===== src/mrsr_pkg.sv =====
// mrsr_pkg: types, constants and the crc step for the modbus rtu slave responder
// no dependencies; imported by mrsr_ctrl, mrsr_dpath, the top level and the dv benches
package mrsr_pkg;

   // holding register file
   localparam int NUM_REGS   = 20;
   localparam int MAX_READ   = 20;
   localparam int READ_LIMIT = (NUM_REGS < MAX_READ) ? NUM_REGS : MAX_READ;
   localparam int REG_IDX_W  = $clog2(NUM_REGS);
   localparam int CNT_W      = $clog2(READ_LIMIT + 1);
   // payload bytes of a read reply: address, function, byte count, data
   localparam int POS_W      = $clog2(3 + 2 * READ_LIMIT);

   // function codes and request kinds
   localparam logic       OP_READ  = 1'b0;
   localparam logic       OP_WRITE = 1'b1;
   localparam logic [7:0] FC_READ  = 8'd3;
   localparam logic [7:0] FC_WRITE = 8'd6;

   // writable registers
   localparam logic [7:0] REG_ADDR    = 8'd1;
   localparam logic [7:0] REG_BAUD    = 8'd2;
   localparam logic [7:0] REG_FRAMING = 8'd3;
   localparam logic [7:0] REG_DELAY   = 8'd6;
   localparam logic [7:0] REG_TIMEOUT = 8'd7;

   // accepted value limits
   localparam logic [15:0] ADDR_MAX    = 16'd254;
   localparam logic [15:0] BAUD_MAX    = 16'd2;
   localparam logic [15:0] FRAMING_MAX = 16'd2;
   localparam logic [15:0] DELAY_MAX   = 16'd200;
   localparam logic [15:0] TIMEOUT_MAX = 16'd10;

   // crc-16/modbus
   localparam logic [15:0] CRC_POLY = 16'hA001;
   localparam logic [15:0] CRC_INIT = 16'hFFFF;

   typedef struct packed {
      logic       op;
      logic [7:0] slave_addr;
      logic [7:0] reg_hi;
      logic [7:0] reg_lo;
      logic [7:0] val_hi;
      logic [7:0] val_lo;
   } req_type;

   typedef struct packed {
      logic [7:0] tx_byte;
      logic       last;
      logic       link_changed;
   } rsp_type;

   typedef enum logic [1:0] {
      ST_IDLE,
      ST_SEND,
      ST_CRC_LO,
      ST_CRC_HI
   } state_type;

   // controller to datapath
   typedef struct packed {
      logic load;
      logic emit_byte;
      logic emit_crc_lo;
      logic emit_crc_hi;
   } cmd_type;

   // datapath to controller
   typedef struct packed {
      logic pos_last;
   } stat_type;

   // one byte through the reflected crc, bit by bit
   function automatic logic [15:0] crc_feed(input logic [15:0] crc, input logic [7:0] b);
      logic [15:0] c;
      c = crc ^ {8'h00, b};
      for (int k = 0; k < 8; k++) begin
         if (c[0]) begin
            c = (c >> 1) ^ CRC_POLY;
         end else begin
            c = c >> 1;
         end
      end
      return c;
   endfunction

endpackage


===== src/modbus_rtu_slave_responder_top.sv =====
// modbus_rtu_slave_responder_top: function 3 / function 6 responder with crc-16/modbus
// depends on mrsr_pkg, mrsr_ctrl and mrsr_dpath
//
//   channel   handshake            payload
//   request   start / busy         req_data  (mrsr_pkg::req_type)
//   reply     rsp_valid (strobe)   rsp_data  (mrsr_pkg::rsp_type)
//
// one reply byte per cycle, back to back, the first passing the state register and the output register after the item
// a reply is 5 + 2 * count bytes for a read (count clamped to 20) and 8 for a write
// busy falls once the final crc byte is registered, so the next item can be taken while
// the last byte of the reply is still on the output, the last byte overlapping the next item
// synchronous reset clears the sequencer, the strobe and the holding register file
// no stalls: the receiver cannot hold bytes off, each is valid for one cycle only
module modbus_rtu_slave_responder_top (
   input  logic              clock,
   input  logic              reset,
   input  logic              start,
   output logic              busy,
   input  mrsr_pkg::req_type req_data,
   output logic              rsp_valid,
   output mrsr_pkg::rsp_type rsp_data
);
   import mrsr_pkg::*;

   cmd_type  cmd;
   stat_type stat;

   // sequencer
   mrsr_ctrl u_ctrl (
      .clock (clock),
      .reset (reset),
      .start (start),
      .stat  (stat),
      .cmd   (cmd),
      .busy  (busy)
   );

   // datapath
   mrsr_dpath u_dpath (
      .clock     (clock),
      .reset     (reset),
      .req_data  (req_data),
      .cmd       (cmd),
      .stat      (stat),
      .rsp_valid (rsp_valid),
      .rsp_data  (rsp_data)
   );

`ifndef SYNTHESIS
   // a taken item keeps the block busy in the next cycle
   a_accept_busy : assert property (@(posedge clock) disable iff (reset)
      start && !busy |=> busy) else $error("busy not raised after accept");

   // link flag only on the final byte
   a_link_last : assert property (@(posedge clock) disable iff (reset)
      rsp_valid && rsp_data.link_changed |-> rsp_data.last)
      else $error("link_changed away from last byte");

   // nothing follows the final byte straight away
   a_gap_after_last : assert property (@(posedge clock) disable iff (reset)
      rsp_valid && rsp_data.last |=> !rsp_valid)
      else $error("byte right after last");

   // bytes before the last only while a reply is in progress
   a_body_busy : assert property (@(posedge clock) disable iff (reset)
      rsp_valid && !rsp_data.last |-> busy)
      else $error("reply byte while idle");
`endif

endmodule


===== src/mrsr_ctrl.sv =====
// mrsr_ctrl: reply sequencer state machine
// depends on mrsr_pkg; drives commands into mrsr_dpath
module mrsr_ctrl (
   input  logic               clock,
   input  logic               reset,
   input  logic               start,
   input  mrsr_pkg::stat_type stat,
   output mrsr_pkg::cmd_type  cmd,
   output logic               busy
);
   import mrsr_pkg::*;

   state_type state_ff;
   state_type state_in;

   // state register
   always_ff @(posedge clock) begin
      if (reset) begin
         state_ff <= ST_IDLE;
      end else begin
         state_ff <= state_in;
      end
   end

   // next state
   always_comb begin
      state_in = state_ff;
      case (state_ff)
         ST_IDLE: begin
            if (start) state_in = ST_SEND;
         end
         ST_SEND: begin
            if (stat.pos_last) state_in = ST_CRC_LO;
         end
         ST_CRC_LO: state_in = ST_CRC_HI;
         ST_CRC_HI: state_in = ST_IDLE;
         default:   state_in = ST_IDLE;
      endcase
   end

   // commands
   always_comb begin
      cmd  = '0;
      busy = 1'b1;
      case (state_ff)
         ST_IDLE: begin
            busy     = 1'b0;
            cmd.load = start;
         end
         ST_SEND:   cmd.emit_byte   = 1'b1;
         ST_CRC_LO: cmd.emit_crc_lo = 1'b1;
         ST_CRC_HI: cmd.emit_crc_hi = 1'b1;
         default:   busy = 1'b0;
      endcase
   end

endmodule


===== src/mrsr_dpath.sv =====
// mrsr_dpath: request register, holding register file, byte select, crc and output register
// depends on mrsr_pkg; commanded by mrsr_ctrl
module mrsr_dpath (
   input  logic              clock,
   input  logic              reset,
   input  mrsr_pkg::req_type req_data,
   input  mrsr_pkg::cmd_type cmd,
   output mrsr_pkg::stat_type stat,
   output logic              rsp_valid,
   output mrsr_pkg::rsp_type rsp_data
);
   import mrsr_pkg::*;

   req_type              req_ff;
   logic [CNT_W-1:0]     cnt_ff;
   logic [CNT_W-1:0]     cnt_in;
   logic [POS_W-1:0]     pos_ff;
   logic [POS_W-1:0]     len_m1_ff;
   logic [POS_W-1:0]     len_m1_in;
   logic [15:0]          crc_ff;
   logic                 link_ff;
   logic [15:0]          regs_ff [NUM_REGS];
   logic                 rsp_valid_ff;
   rsp_type              rsp_ff;

   logic [15:0]          wr_val;
   logic                 wr_ok;
   logic                 wr_link;
   logic [POS_W-1:0]     off;
   logic [8:0]           rd_idx;
   logic [15:0]          rd_word;
   logic [7:0]           byte_sel;

   // clamp the read count and work out the payload length
   always_comb begin
      if (req_data.val_lo > 8'(READ_LIMIT)) begin
         cnt_in = CNT_W'(READ_LIMIT);
      end else begin
         cnt_in = req_data.val_lo[CNT_W-1:0];
      end
      if (req_data.op == OP_READ) begin
         len_m1_in = POS_W'(2) + POS_W'({cnt_in, 1'b0});
      end else begin
         len_m1_in = POS_W'(5);
      end
   end

   // write check on the incoming request
   always_comb begin
      wr_val  = {req_data.val_hi, req_data.val_lo};
      wr_ok   = 1'b0;
      wr_link = 1'b0;
      case (req_data.reg_lo)
         REG_ADDR: begin
            wr_ok   = (wr_val >= 16'd1) && (wr_val <= ADDR_MAX);
            wr_link = 1'b1;
         end
         REG_BAUD: begin
            wr_ok   = (wr_val >= 16'd1) && (wr_val <= BAUD_MAX);
            wr_link = 1'b1;
         end
         REG_FRAMING: begin
            wr_ok   = (wr_val >= 16'd1) && (wr_val <= FRAMING_MAX);
            wr_link = 1'b1;
         end
         REG_DELAY:   wr_ok = (wr_val <= DELAY_MAX);
         REG_TIMEOUT: wr_ok = (wr_val >= 16'd1) && (wr_val <= TIMEOUT_MAX);
         default:     wr_ok = 1'b0;
      endcase
   end

   // holding register file, updated when a write request that passes the check is taken
   always_ff @(posedge clock) begin
      if (reset) begin
         for (int i = 0; i < NUM_REGS; i++) begin
            regs_ff[i] <= '0;
         end
      end else if (cmd.load && req_data.op == OP_WRITE && wr_ok
                   && req_data.reg_lo < 8'(NUM_REGS)) begin
         regs_ff[req_data.reg_lo[REG_IDX_W-1:0]] <= wr_val;
      end
   end

   // register read: two bytes per word after the three header bytes
   always_comb begin
      off    = pos_ff - POS_W'(3);
      rd_idx = {1'b0, req_ff.reg_lo} + 9'(off[POS_W-1:1]);
      if (rd_idx < 9'(NUM_REGS)) begin
         rd_word = regs_ff[rd_idx[REG_IDX_W-1:0]];
      end else begin
         rd_word = '0;
      end
   end

   // payload byte for the current position
   always_comb begin
      byte_sel = req_ff.slave_addr;
      if (req_ff.op == OP_WRITE) begin
         case (pos_ff)
            POS_W'(0): byte_sel = req_ff.slave_addr;
            POS_W'(1): byte_sel = FC_WRITE;
            POS_W'(2): byte_sel = req_ff.reg_hi;
            POS_W'(3): byte_sel = req_ff.reg_lo;
            POS_W'(4): byte_sel = req_ff.val_hi;
            default:   byte_sel = req_ff.val_lo;
         endcase
      end else begin
         case (pos_ff)
            POS_W'(0): byte_sel = req_ff.slave_addr;
            POS_W'(1): byte_sel = FC_READ;
            POS_W'(2): byte_sel = 8'({cnt_ff, 1'b0});
            default:   byte_sel = off[0] ? rd_word[7:0] : rd_word[15:8];
         endcase
      end
   end

   // request, count, position and crc registers
   always_ff @(posedge clock) begin
      if (cmd.load) begin
         req_ff    <= req_data;
         cnt_ff    <= cnt_in;
         len_m1_ff <= len_m1_in;
         pos_ff    <= '0;
         crc_ff    <= CRC_INIT;
         link_ff   <= (req_data.op == OP_WRITE) && wr_ok && wr_link;
      end else if (cmd.emit_byte) begin
         pos_ff <= pos_ff + POS_W'(1);
         crc_ff <= crc_feed(crc_ff, byte_sel);
      end
   end

   // output strobe
   always_ff @(posedge clock) begin
      if (reset) begin
         rsp_valid_ff <= 1'b0;
      end else begin
         rsp_valid_ff <= cmd.emit_byte || cmd.emit_crc_lo || cmd.emit_crc_hi;
      end
   end

   // output item
   always_ff @(posedge clock) begin
      if (cmd.emit_byte) begin
         rsp_ff <= '{tx_byte: byte_sel, last: 1'b0, link_changed: 1'b0};
      end else if (cmd.emit_crc_lo) begin
         rsp_ff <= '{tx_byte: crc_ff[7:0], last: 1'b0, link_changed: 1'b0};
      end else if (cmd.emit_crc_hi) begin
         rsp_ff <= '{tx_byte: crc_ff[15:8], last: 1'b1, link_changed: link_ff};
      end
   end

   assign stat.pos_last = (pos_ff == len_m1_ff);
   assign rsp_valid     = rsp_valid_ff;
   assign rsp_data      = rsp_ff;

endmodule


===== config.mk =====
export PLATFORM = sky130hd
export DESIGN_NAME = modbus_rtu_slave_responder_top
export DESIGN_NICKNAME = d
export VERILOG_FILES = /design/src/mrsr_pkg.sv /design/src/modbus_rtu_slave_responder_top.sv /design/src/mrsr_ctrl.sv /design/src/mrsr_dpath.sv
export SDC_FILE = /design/constraint.sdc
export NUM_CORES = 1
export LEC_CHECK = 0
export BUFFER_PORTS_ARGS = -buffer_cell sky130_fd_sc_hd__buf_4
export CELL_PAD_IN_SITES_DETAIL_PLACEMENT = 0
export CELL_PAD_IN_SITES_GLOBAL_PLACEMENT = 1
export CORE_MARGIN = 8
export CORE_UTILIZATION = 54
export CTS_CLUSTER_SIZE = 8
export DETAILED_ROUTE_END_ITERATION = 16
export PLACE_DENSITY_LB_ADDON = 0.1
export SYNTH_ARGS = -nofsm -noshare
export SYNTH_HDL_FRONTEND = slang
export SYNTH_SLANG_ARGS = --single-unit

===== constraint.sdc =====
create_clock -name clock -period 6.05 [get_ports clock]
set_input_delay 0.9075 -clock clock [delete_from_list [all_inputs] [get_ports clock]]
set_output_delay 0.9075 -clock clock [all_outputs]
set_load 0.01 [all_outputs]

### Yosys cells after proc, flatten, opt, wreduce, memory -nomap -nowiden

Memory sizes are Yosys's and may differ from the RTL's.
Index checks and enable logic that the tools add are counted.

| storage, ports and cells | value |
|---|---|
| flip-flop bits (word level) | 88 |
| memory bits (writable) | 320 |
| input port bits | 44 |
| output and inout bits | 12 |
| word-level logic and storage cells | 120 |
| memories | 1 |

| operators by class | value |
|---|---|
| $add $sub $neg | 4 |
| order comparisons | 8 |
| equality and inequality tests | 15 |
| mux-type cells | 49 |
| bitwise gates (word level) | 9 |
| reduce and logical (&&, ||, !) cells | 18 |

Memory list:

| memory | depth | bits a word | read ports | clocked after Yosys merged registers in | wr ports | line | source |
|---|---|---|---|---|---|---|---|
| u_dpath.regs_ff | 20 | 16 | 1 | 0 | 20 | mrsr_dpath.sv:22 | `logic [15:0] regs_ff [NUM_REGS];` |

Operators by type and width:

| operator | number |
|---|---|
| 16-bit 2-to-1 mux | 24 |
| 8-bit one-hot mux with 5 select lines | 1 |
| 16-bit by 8-bit less-or-equal comparator with 1-bit output (second input constant) | 2 |
| 10-bit 2-to-1 mux | 3 |
| 2-bit NOT with 3-bit output | 8 |
| 8-bit one-hot mux with 3 select lines | 1 |
| 8-bit by 2-bit equality test with 1-bit output (second input constant) | 2 |
| 8-bit by 3-bit equality test with 1-bit output (second input constant) | 2 |
| 16-bit by 1-bit greater-or-equal comparator with 1-bit output (second input constant) | 1 |
| 16-bit by 2-bit less-or-equal comparator with 1-bit output (second input constant) | 1 |
| 16-bit by 4-bit less-or-equal comparator with 1-bit output (second input constant) | 1 |
| 8-bit 2-to-1 mux | 2 |
| 16-bit OR reduction | 1 |
| 16-bit by 8-bit XOR with 16-bit output | 1 |
| 6-bit by 2-bit equality test with 1-bit output (second input constant) | 2 |
| 1-bit 2-to-1 mux | 12 |
| 5-bit 2-to-1 mux | 2 |
| 8-bit by 5-bit adder with 9-bit output | 1 |
| 9-bit by 5-bit less-than comparator with 1-bit output (second input constant) | 1 |
| 8-bit by 1-bit equality test with 1-bit output (second input constant) | 1 |
| 8-bit by 5-bit > comparator with 1-bit output (second input constant) | 1 |
| 1-bit logical AND | 8 |
| 8-bit by 5-bit less-than comparator with 1-bit output (second input constant) | 1 |
| 2-bit one-hot mux with 4 select lines | 1 |
| other kinds (18) | 23 |

### Longest topological paths before layout

Gate-level depths: netlist of the first run.

| depth | value |
|---|---|
| depth after elaboration | 38 |
| mapped depth | 23 |

### By module

Synthesis of the first run repeated with hierarchy kept, for this count alone.

| second synthesis, totals | value |
|---|---|
| cells, all modules | 1393 |
| area, all modules | 25226.7 um^2 |

Modules (own cells, without submodules):

| module | times used | cells each | area an instance (um^2) |
|---|---|---|---|
| mrsr_dpath | 1 | 1373 | 25032.8 |
| mrsr_ctrl | 1 | 20 | 193.9 |

### Worst setup path after synthesis of the first run

Ideal clock, no wire load.

| timing | value |
|---|---|
| path type | register -> register |
| from | register u_dpath.pos_ff[0] |
| to | register u_dpath.crc_ff[0] |
| setup time | 123 ps |
| arrival time | 4758 ps |
| setup slack | 1170 ps |
| stages on the path, launching flop included | 20 |
| path buffers | 5 |
| period minus slack after synthesis | 4880 ps |
| cell sequence | dfxtp_1 -> inv_1 -> clkbuf_1 -> ha_1 -> ha_1 -> fa_1 -> buf_2 -> buf_4 -> buf_4 -> buf_2 -> mux4_2 -> mux4_2 -> a32oi_1 -> nand4_1 -> o211ai_2 -> xor2_4 -> xnor2_1 -> xor3_2 -> xnor2_1 -> o21ai_1 |

| on the way | value |
|---|---|
| elaborated cells on any way between the ends | 44 |
| classes of those cells | add/sub (2); order compare (1); eq/ne (4); mux (27); bitwise (8); reduce/logical (1); memory (1) |

RTL lines:

| item | line | source |
|---|---|---|
| start, declared | mrsr_dpath.sv:17 | `logic [POS_W-1:0] pos_ff;` |
| start signal, assigned | mrsr_dpath.sv:127 | `pos_ff <= pos_ff + POS_W'(1);` |
| 6-bit by 2-bit subtractor with 6-bit output * | mrsr_dpath.sv:86 | `off = pos_ff - POS_W'(3);` |
| via u_dpath.off[0] | mrsr_dpath.sv:29 | `logic [POS_W-1:0] off;` |
| 8-bit 2-to-1 mux * | mrsr_dpath.sv:112 | `default: byte_sel = off[0] ? rd_word[7:0] : rd_word[15:8];` |
| 8-bit one-hot mux with 3 select lines * | mrsr_dpath.sv:108 | `case (pos_ff)` |
| 8-bit 2-to-1 mux * | mrsr_dpath.sv:98 | `if (req_ff.op == OP_WRITE) begin` |
| 16-bit by 8-bit XOR with 16-bit output * | mrsr_pkg.sv:76 | `c = crc ^ {8'h00, b};` |
| 16-bit 2-to-1 mux * | mrsr_pkg.sv:78 | `if (c[0]) begin` |
| 16-bit 2-to-1 mux * | mrsr_dpath.sv:126 | `end else if (cmd.emit_byte) begin` |
| (+13 left out) | n/a |  |
| 16-bit 2-to-1 mux * | mrsr_pkg.sv:78 |  |
| 16-bit 2-to-1 mux * | mrsr_dpath.sv:126 |  |
| 16-bit 2-to-1 mux * | mrsr_dpath.sv:119 | `if (cmd.load) begin` |
| 2-bit NOT with 3-bit output (no source line) or 16-bit 2-to-1 mux (tied branches) | n/a |  |
| 16-bit 2-to-1 mux * | mrsr_pkg.sv:78 |  |
| 16-bit 2-to-1 mux * | mrsr_dpath.sv:126 |  |
| 16-bit 2-to-1 mux * | mrsr_dpath.sv:119 |  |
| 16-bit 2-to-1 mux * | mrsr_pkg.sv:78 |  |
| end signal, assigned | mrsr_dpath.sv:128 | `crc_ff <= crc_feed(crc_ff, byte_sel);` |
| end, declared | mrsr_dpath.sv:20 | `logic [15:0] crc_ff;` |

The timed path passes the listed nets; every way through them passes the cells marked *. The select of a mux whose other input is x is not followed.
A chain may end at the register's enable or synchronous reset.

### Final worst setup path of the first run

| timing | value |
|---|---|
| from | register u_dpath.pos_ff[0] |
| to | register u_dpath.crc_ff[15] |

| on the way | value |
|---|---|
| cells in the longest elaborated chain, start to end | 31 |
| elaborated cells on any way between the ends | 44 |
| classes of those cells | add/sub (2); order compare (1); eq/ne (4); mux (27); bitwise (8); reduce/logical (1); memory (1) |

RTL lines:

| item | line | source |
|---|---|---|
| 6-bit by 2-bit subtractor with 6-bit output * | mrsr_dpath.sv:86 |  |
| via u_dpath.off[1] | mrsr_dpath.sv:29 |  |
| 8-bit by 5-bit adder with 9-bit output * | mrsr_dpath.sv:87 | `rd_idx = {1'b0, req_ff.reg_lo} + 9'(off[POS_W-1:1]);` |
| 9-bit by 5-bit less-than comparator with 1-bit output or memory 20 x 16 bit (tied branches) | n/a |  |
| 16-bit 2-to-1 mux * | mrsr_dpath.sv:88 | `if (rd_idx < 9'(NUM_REGS)) begin` |
| 8-bit 2-to-1 mux * | mrsr_dpath.sv:112 |  |
| 8-bit one-hot mux with 3 select lines * | mrsr_dpath.sv:108 |  |
| 8-bit 2-to-1 mux * | mrsr_dpath.sv:98 |  |
| (+16 left out) | n/a |  |
| 16-bit 2-to-1 mux * | mrsr_dpath.sv:119 |  |
| 16-bit 2-to-1 mux * | mrsr_pkg.sv:78 |  |
| 16-bit 2-to-1 mux * | mrsr_dpath.sv:126 |  |
| 16-bit 2-to-1 mux * | mrsr_dpath.sv:119 |  |
| 16-bit 2-to-1 mux * | mrsr_pkg.sv:78 |  |
| 16-bit 2-to-1 mux * | mrsr_dpath.sv:126 |  |
| 16-bit 2-to-1 mux * | mrsr_dpath.sv:119 |  |
| 16-bit 2-to-1 mux * | mrsr_pkg.sv:78 |  |

Marks and branches as above.

==> impl_metrics.ini, run 1 <==
[die]
die_w_um = 232
ios = 56
die_h_um = 232
rows = 79
start_util = 0.544
core_area_um2 = 46300
dieArea_um2 = 53800

[route]
viasPerCell = 5.31
drc = 0
drt-total-wl_mm = 56.2
wire_per_inst_um = 21.0
drtIter0Drc = 1370
ant_nets = 0
via_count = 14233
dr.pass1.iters = 9

[layout]
final_nets = 2106
layout_commonest_cell = edfxtp_1
fill_cells = 3401
mostFrequentLayoutCells = 573 x edfxtp_1, 488 x conb_1, 146 x nand2_1
antenna_cells = 0
area_growth_pct = 20.8
drive_gt1_frac = 0.164

[worst_setup_path]
rr_worst_depth = 16
endpoint_kind = flip-flop
start_kind = flip-flop
cp.arrival_ns = 6.23
path_max_fanout = 19
crit_type = reg -> reg
required_ns = 6.52

[clock_tree]
clk_pin_slew_ns = 0.06
root_buffer = clkbuf_16
clk_latency_ns = 0.61
cts_buffer_depth = 3
cts_setup_buffers = 0
post_cts_resized = 0
cts_tree = yes
ctsHtreeMaxLevel = 3
cts_sinks = 600
cts_buffers = 84
cts_hold_buf = 0

[power]
leakage_nw = 11.4
p_total_mw = 15.5
powerDensity_nw_per_um2 = 508
vdd_drop_max_mv = 0.324

[yosys]
synth_flop_cell = edfxtp_1
netlist-cell-type-count = 99
synthArstFlopShare = 0
yosysWarnings = 0
ys_seq_area_frac = 0.705
syn_inst = 1478
synth.cell_area_um2 = 25200
synth-edff-count = 573
avgSynthCellArea_um2 = 17.0
yosys_register_bits = 600

[global_routing]
grt_overflow = 0
grt_pass1_wl_mm = 84.7
antenna_found_initial = 2
grt_pass1_vias = 14371
grt_use_total = 0.211
grt_max_degree = 95

[run]
cap_violations = 0

[sta]
tightest_slew_ns = 1.11
finalCriticalPeriod_ns = 5.77
fmax_mhz = 173
fin_crit_sh = 0.953
skew_ns = 0.0166
final_hold_viol_count = 0
layout_setup_ws_ns = 0.282
setup_viol_count_final = 0
relSlewSlack = 0.260
drv_slew = 0
rsz0062_at_grt = no
fin_tns_setup_ns = 0

[place]
pre_cts_ws_ns = 0.377
dp_hpwl_mm = 35.8
portBuffers = 55
place.gp.congestion = 0.920

[hold_path]
hp-class = in -> reg
worstHoldPathCells = 1

[outcome]
status = finished, final reports clean
-- critical path: stages, from the launching register on --
cell,delay [ns]
dfxtp_1,0.47
inv_1,0.11
ha_1,0.35
ha_4,0.20
fa_4,1.03
buf_4,0.25
mux4_2,0.53
a21boi_1,0.14
a2111oi_0,0.76
nor4_1,0.15
a211o_1,0.35
o211ai_2,0.10
xor3_2,0.37
xnor2_4,0.22
xor3_2,0.38
mux2i_1,0.16
nand2_1,0.07
-- stage by stage --
stage | cells | hold WS [ns] | util | area [um2]
global placement | 2567 | 0.461 | 0.608 | 28100
global route | 2679 | 0.460 | 0.657 | 30400
floorplan | 1965 | 0.456 | - | 27000
CTS | 2679 | 0.452 | 0.657 | 30400
detailed placement | 2567 | 0.491 | 0.608 | 28100
finish | 2679 | 0.489 | 0.657 | 30400
-- state kept, by name, indices dropped and copies added (netlist names) --
| register | count |
|---|---|
| u_ctrl.state_ff | 2 |
| u_dpath.cnt_ff | 5 |
| u_dpath.crc_ff | 16 |
| u_dpath.len_m1_ff | 6 |
| u_dpath.link_ff | 1 |
| u_dpath.pos_ff | 6 |
| u_dpath.regs_ff | 512 |
| u_dpath.req_ff | 41 |
| u_dpath.rsp_data | 10 |
| u_dpath.rsp_valid | 1 |
-- final cells by class --
| class | count | area, um2 | share of cell area |
|---|---|---|---|
| Sequential cell | 600 | 17700 | 0.584 |
| Multi-Input combinational cell | 1249 | 8740 | 0.287 |
| Clock buffer | 108 | 2230 | 0.0735 |
| Timing Repair Buffer | 93 | 806 | 0.0265 |
| Tap cell | 607 | 759 | 0.0250 |
| Inverter | 18 | 67.6 | 0.00222 |
| Clock inverter | 4 | 53.8 | 0.00177 |
-- cells in the mapped netlist, types with 9 or more instances --
master    count  area, um2
xor2_1       11       96.3
a21oi_1      21        105
nand4_1      19        119
nand3_1      35        175
a211oi_1     10       75.1
nor3_1       27        135
inv_1        16       60.1
nor2_1       49        184
and2_1       27        169
mux4_2      103       2320
buf_2        38        190
edfxtp_1    573      17200
mux4_1        9        236
nand2_1     146        548
a31oi_1      11       68.8
buf_4        10       75.1
o21ai_0      30        150
mux2i_1      44        440
xnor2_1      20        175
nor4_1       10       62.6
nor3b_1       9       67.6
dfxtp_1      27        541
clkbuf_1     37        139
ha_1         15        188
-- worst paths after layout --
| check | slack, ns | endpoint | from |
|---|---|---|---|
| setup / recovery | 0.28 | u_dpath.crc_ff[15]$_SDFFE_PP1P_ | u_dpath.pos_ff[0]$_SDFFE_PP0P_ |
| hold / removal | 0.49 | u_dpath.req_ff[32]$_DFFE_PP_ | req_data[32] |
| setup reg to reg | 0.28 | u_dpath.crc_ff[15]$_SDFFE_PP1P_ | u_dpath.pos_ff[0]$_SDFFE_PP0P_ |
| hold reg to reg | 0.49 | u_dpath.rsp_data[1]$_SDFFE_PP0N_ | u_dpath.rsp_data[1]$_SDFFE_PP0N_ |
-- kinds of logic (layout without fill, tap and decap cells) --
group	count (synthesis)	after routing	share of synthesized area
other cells	1	488	0.000149
mux	162	162	0.122
xor+xnor	37	37	0.0165
fa+ha+maj	16	16	0.00825
compound gates	168	168	0.0505
flops	600	600	0.705
simple gates	378	378	0.0748
buf+inv	116	223	0.0232
-- layer usage --
metal	track usage	part of all wire
met1	0.284	0.42
met2	0.338	0.47
met3	0.0446	0.070
met4	0.0818	0.037
met5	0	0.00023
-- where the power goes --
| part | total, mW | switching (mW) | internal [mW] |
|---|---|---|---|
| combinational | 6.06 | 3.46 | 2.60 |
| clock | 4.14 | 1.60 | 2.54 |
| sequential | 5.26 | 0.179 | 5.09 |
| total | 15.5 | 5.24 | 10.2 |
(Power assumes the default switching activity.)
==> run 2: changes to the inputs <==
ABC_AREA = 1   (was default)
CORE_UTILIZATION = 51   (was 54)
==> impl_metrics.ini, run 2 <==
[outcome]
status = finished, final reports clean

[yosys]
synth.cell_area_um2 = 25600
yosysMostFrequentCell = nand2_1
avgSynthCellArea_um2 = 10.9
synthArstFlopShare = 0
synthTopCellsByCount = 823 x nand2_1, 573 x edfxtp_1, 336 x nand3_1
yosys_register_bits = 600
netlist-cell-type-count = 43
synth_top_area_share = 0.673
synthTopCellsByArea = edfxtp_1 67%, nand2_1 12%, nand3_1 6.6%
yosysWarnings = 0
synth-edff-count = 573
ys_seq_area_frac = 0.694
synth_flop_cell = edfxtp_1
syn_inst = 2339
synth_area_leader_cell = edfxtp_1

[hold_path]
hp-start = u_dpath.rsp_data[0]$_SDFFE_PP0N_
hp-class = reg -> reg

[sta]
rsz0062_at_grt = no
setup_viol_count_final = 0
drv_slew = 0
finalCriticalPeriod_ns = 5.07
fin_tns_setup_ns = 0
skew_ns = 0.0145
fmax_mhz = 197
relSlewSlack = 0.330
tightest_slew_ns = 1.00
final_hold_viol_count = 0
fin_crit_sh = 0.838

[layout]
multiInputGateArea_um2 = 8780
drive_gt1_frac = 0.0700
mostFrequentLayoutCells = 823 x nand2_1, 573 x edfxtp_1, 488 x conb_1
area_growth_pct = 20.0
antenna_cells = 0
fill_cells = 4127
final_nets = 2918
top_register = u_dpath.regs_ff
register_area_um2 = 17700
top_regs = u_dpath.regs_ff: 512 flops, u_dpath.req_ff: 41 flops, u_dpath.crc_ff: 16 flops
layout_commonest_cell = nand2_1
largest_reg_flops = 512

[die]
ios = 56
start_util = 0.513
die_h_um = 240
rows = 82
dieArea_um2 = 57600
core_area_um2 = 49900
die_w_um = 240

[place]
dp_hpwl_mm = 36.0
place.gp.congestion = 0.899
portBuffers = 55

[route]
dr.pass1.iters = 5
wire_per_inst_um = 16.7
viasPerCell = 4.94
drt-total-wl_mm = 59.6
via_count = 17556
drtIter0Drc = 1323
drc = 0
ant_nets = 0

[clock_tree]
clk_latency_ns = 0.60
root_buffer = clkbuf_16
cts_sinks = 600
cts_buffers = 84
post_cts_resized = 0
cts_hold_buf = 0
ctsHtreeMaxLevel = 3
clk_pin_slew_ns = 0.05
cts_tree = yes
cts_buffer_depth = 3
cts_setup_buffers = 0

[worst_setup_path]
startpoint = u_dpath.pos_ff[0]$_SDFFE_PP0P_
timing.rr.start = u_dpath.pos_ff[0]$_SDFFE_PP0P_
start_kind = flip-flop
path_max_fanout = 49
required_ns = 6.59
endpoint_kind = flip-flop
crit_type = reg -> reg
cp.arrival_ns = 5.61

[global_routing]
grt_max_degree = 118
antenna_found_initial = 1
grt_pass1_vias = 16850
grt_use_total = 0.207
grt_overflow = 0
grt_pass1_wl_mm = 91.9

[run]
cap_violations = 0
-- run 2: per-layer routing --
metal	share of wire	global-route usage
met5	0.00015	0
met4	0.029	0.0814
met3	0.053	0.0336
met2	0.48	0.345
met1	0.43	0.271
-- run 2: cells by family (layout without fill, tap and decap cells) --
family | Yosys count | after routing | share of synthesized area
adders and majority gates | 16 | 16 | 0.00812
AOI/OAI and AO/OA | 200 | 200 | 0.0464
DFF | 600 | 600 | 0.694
xor gates and xnor gates | 11 | 11 | 0.00406
other | 1 | 488 | 0.000147
buffers and inverters | 214 | 272 | 0.0359
and+or+nand+nor | 1297 | 1297 | 0.212
-- run 2: final timing paths --
path                                       to  slack [ns]  cells after the start
min reg2reg  u_dpath.rsp_data[0]$_SDFFE_PP0N_        0.46                      2
max reg2reg    u_dpath.crc_ff[0]$_SDFFE_PP1P_        0.98                     23
max            u_dpath.crc_ff[0]$_SDFFE_PP1P_        0.98                     23
min          u_dpath.rsp_data[0]$_SDFFE_PP0N_        0.46                      2
-- run 2: through the flow --
step	hold WS, ns	area, um2	instances	utilization	setup WS [ns]
CTS	0.453	30700	3556	0.615	0.928
detailed placement	0.461	28400	3444	0.569	0.959
global placement	0.449	28400	3444	0.569	0.998
global route	0.466	30700	3556	0.615	0.684
floorplan	0.461	27400	2826	-	2.30
finish	0.464	30700	3556	0.615	0.980
-- run 2: cell type report --
cell class / count / area share
sequential: 600 / 0.578
multi-input combinational: 2012 / 0.286
clock buffer: 109 / 0.0743
tap: 672 / 0.0274
timing repair buffer: 82 / 0.0228
inverter: 78 / 0.00979
clock inverter: 3 / 0.00147
-- run 2: worst max-delay path, cell delays in order (launching register included) --
cell	delay (ns)
dfxtp_1	0.31
buf_4	0.20
ha_1	0.27
xnor2_1	0.35
fa_4	0.73
inv_4	0.51
buf_4	0.35
a21oi_1	0.06
a32o_1	0.23
nand2_1	0.05
o21ai_0	0.20
a21oi_1	0.37
nand3_1	0.13
nand2_1	0.22
nand2_1	0.14
nand2_1	0.12
nand2_1	0.08
nand2_1	0.06
nand2_1	0.14
inv_1	0.11
nand3_1	0.10
nand3_1	0.08
nand3_1	0.07
nand2_1	0.07
Power of run 2 is not shown: default switching activity piles up to over one toggle a cycle in this logic, so the estimate is an artifact.
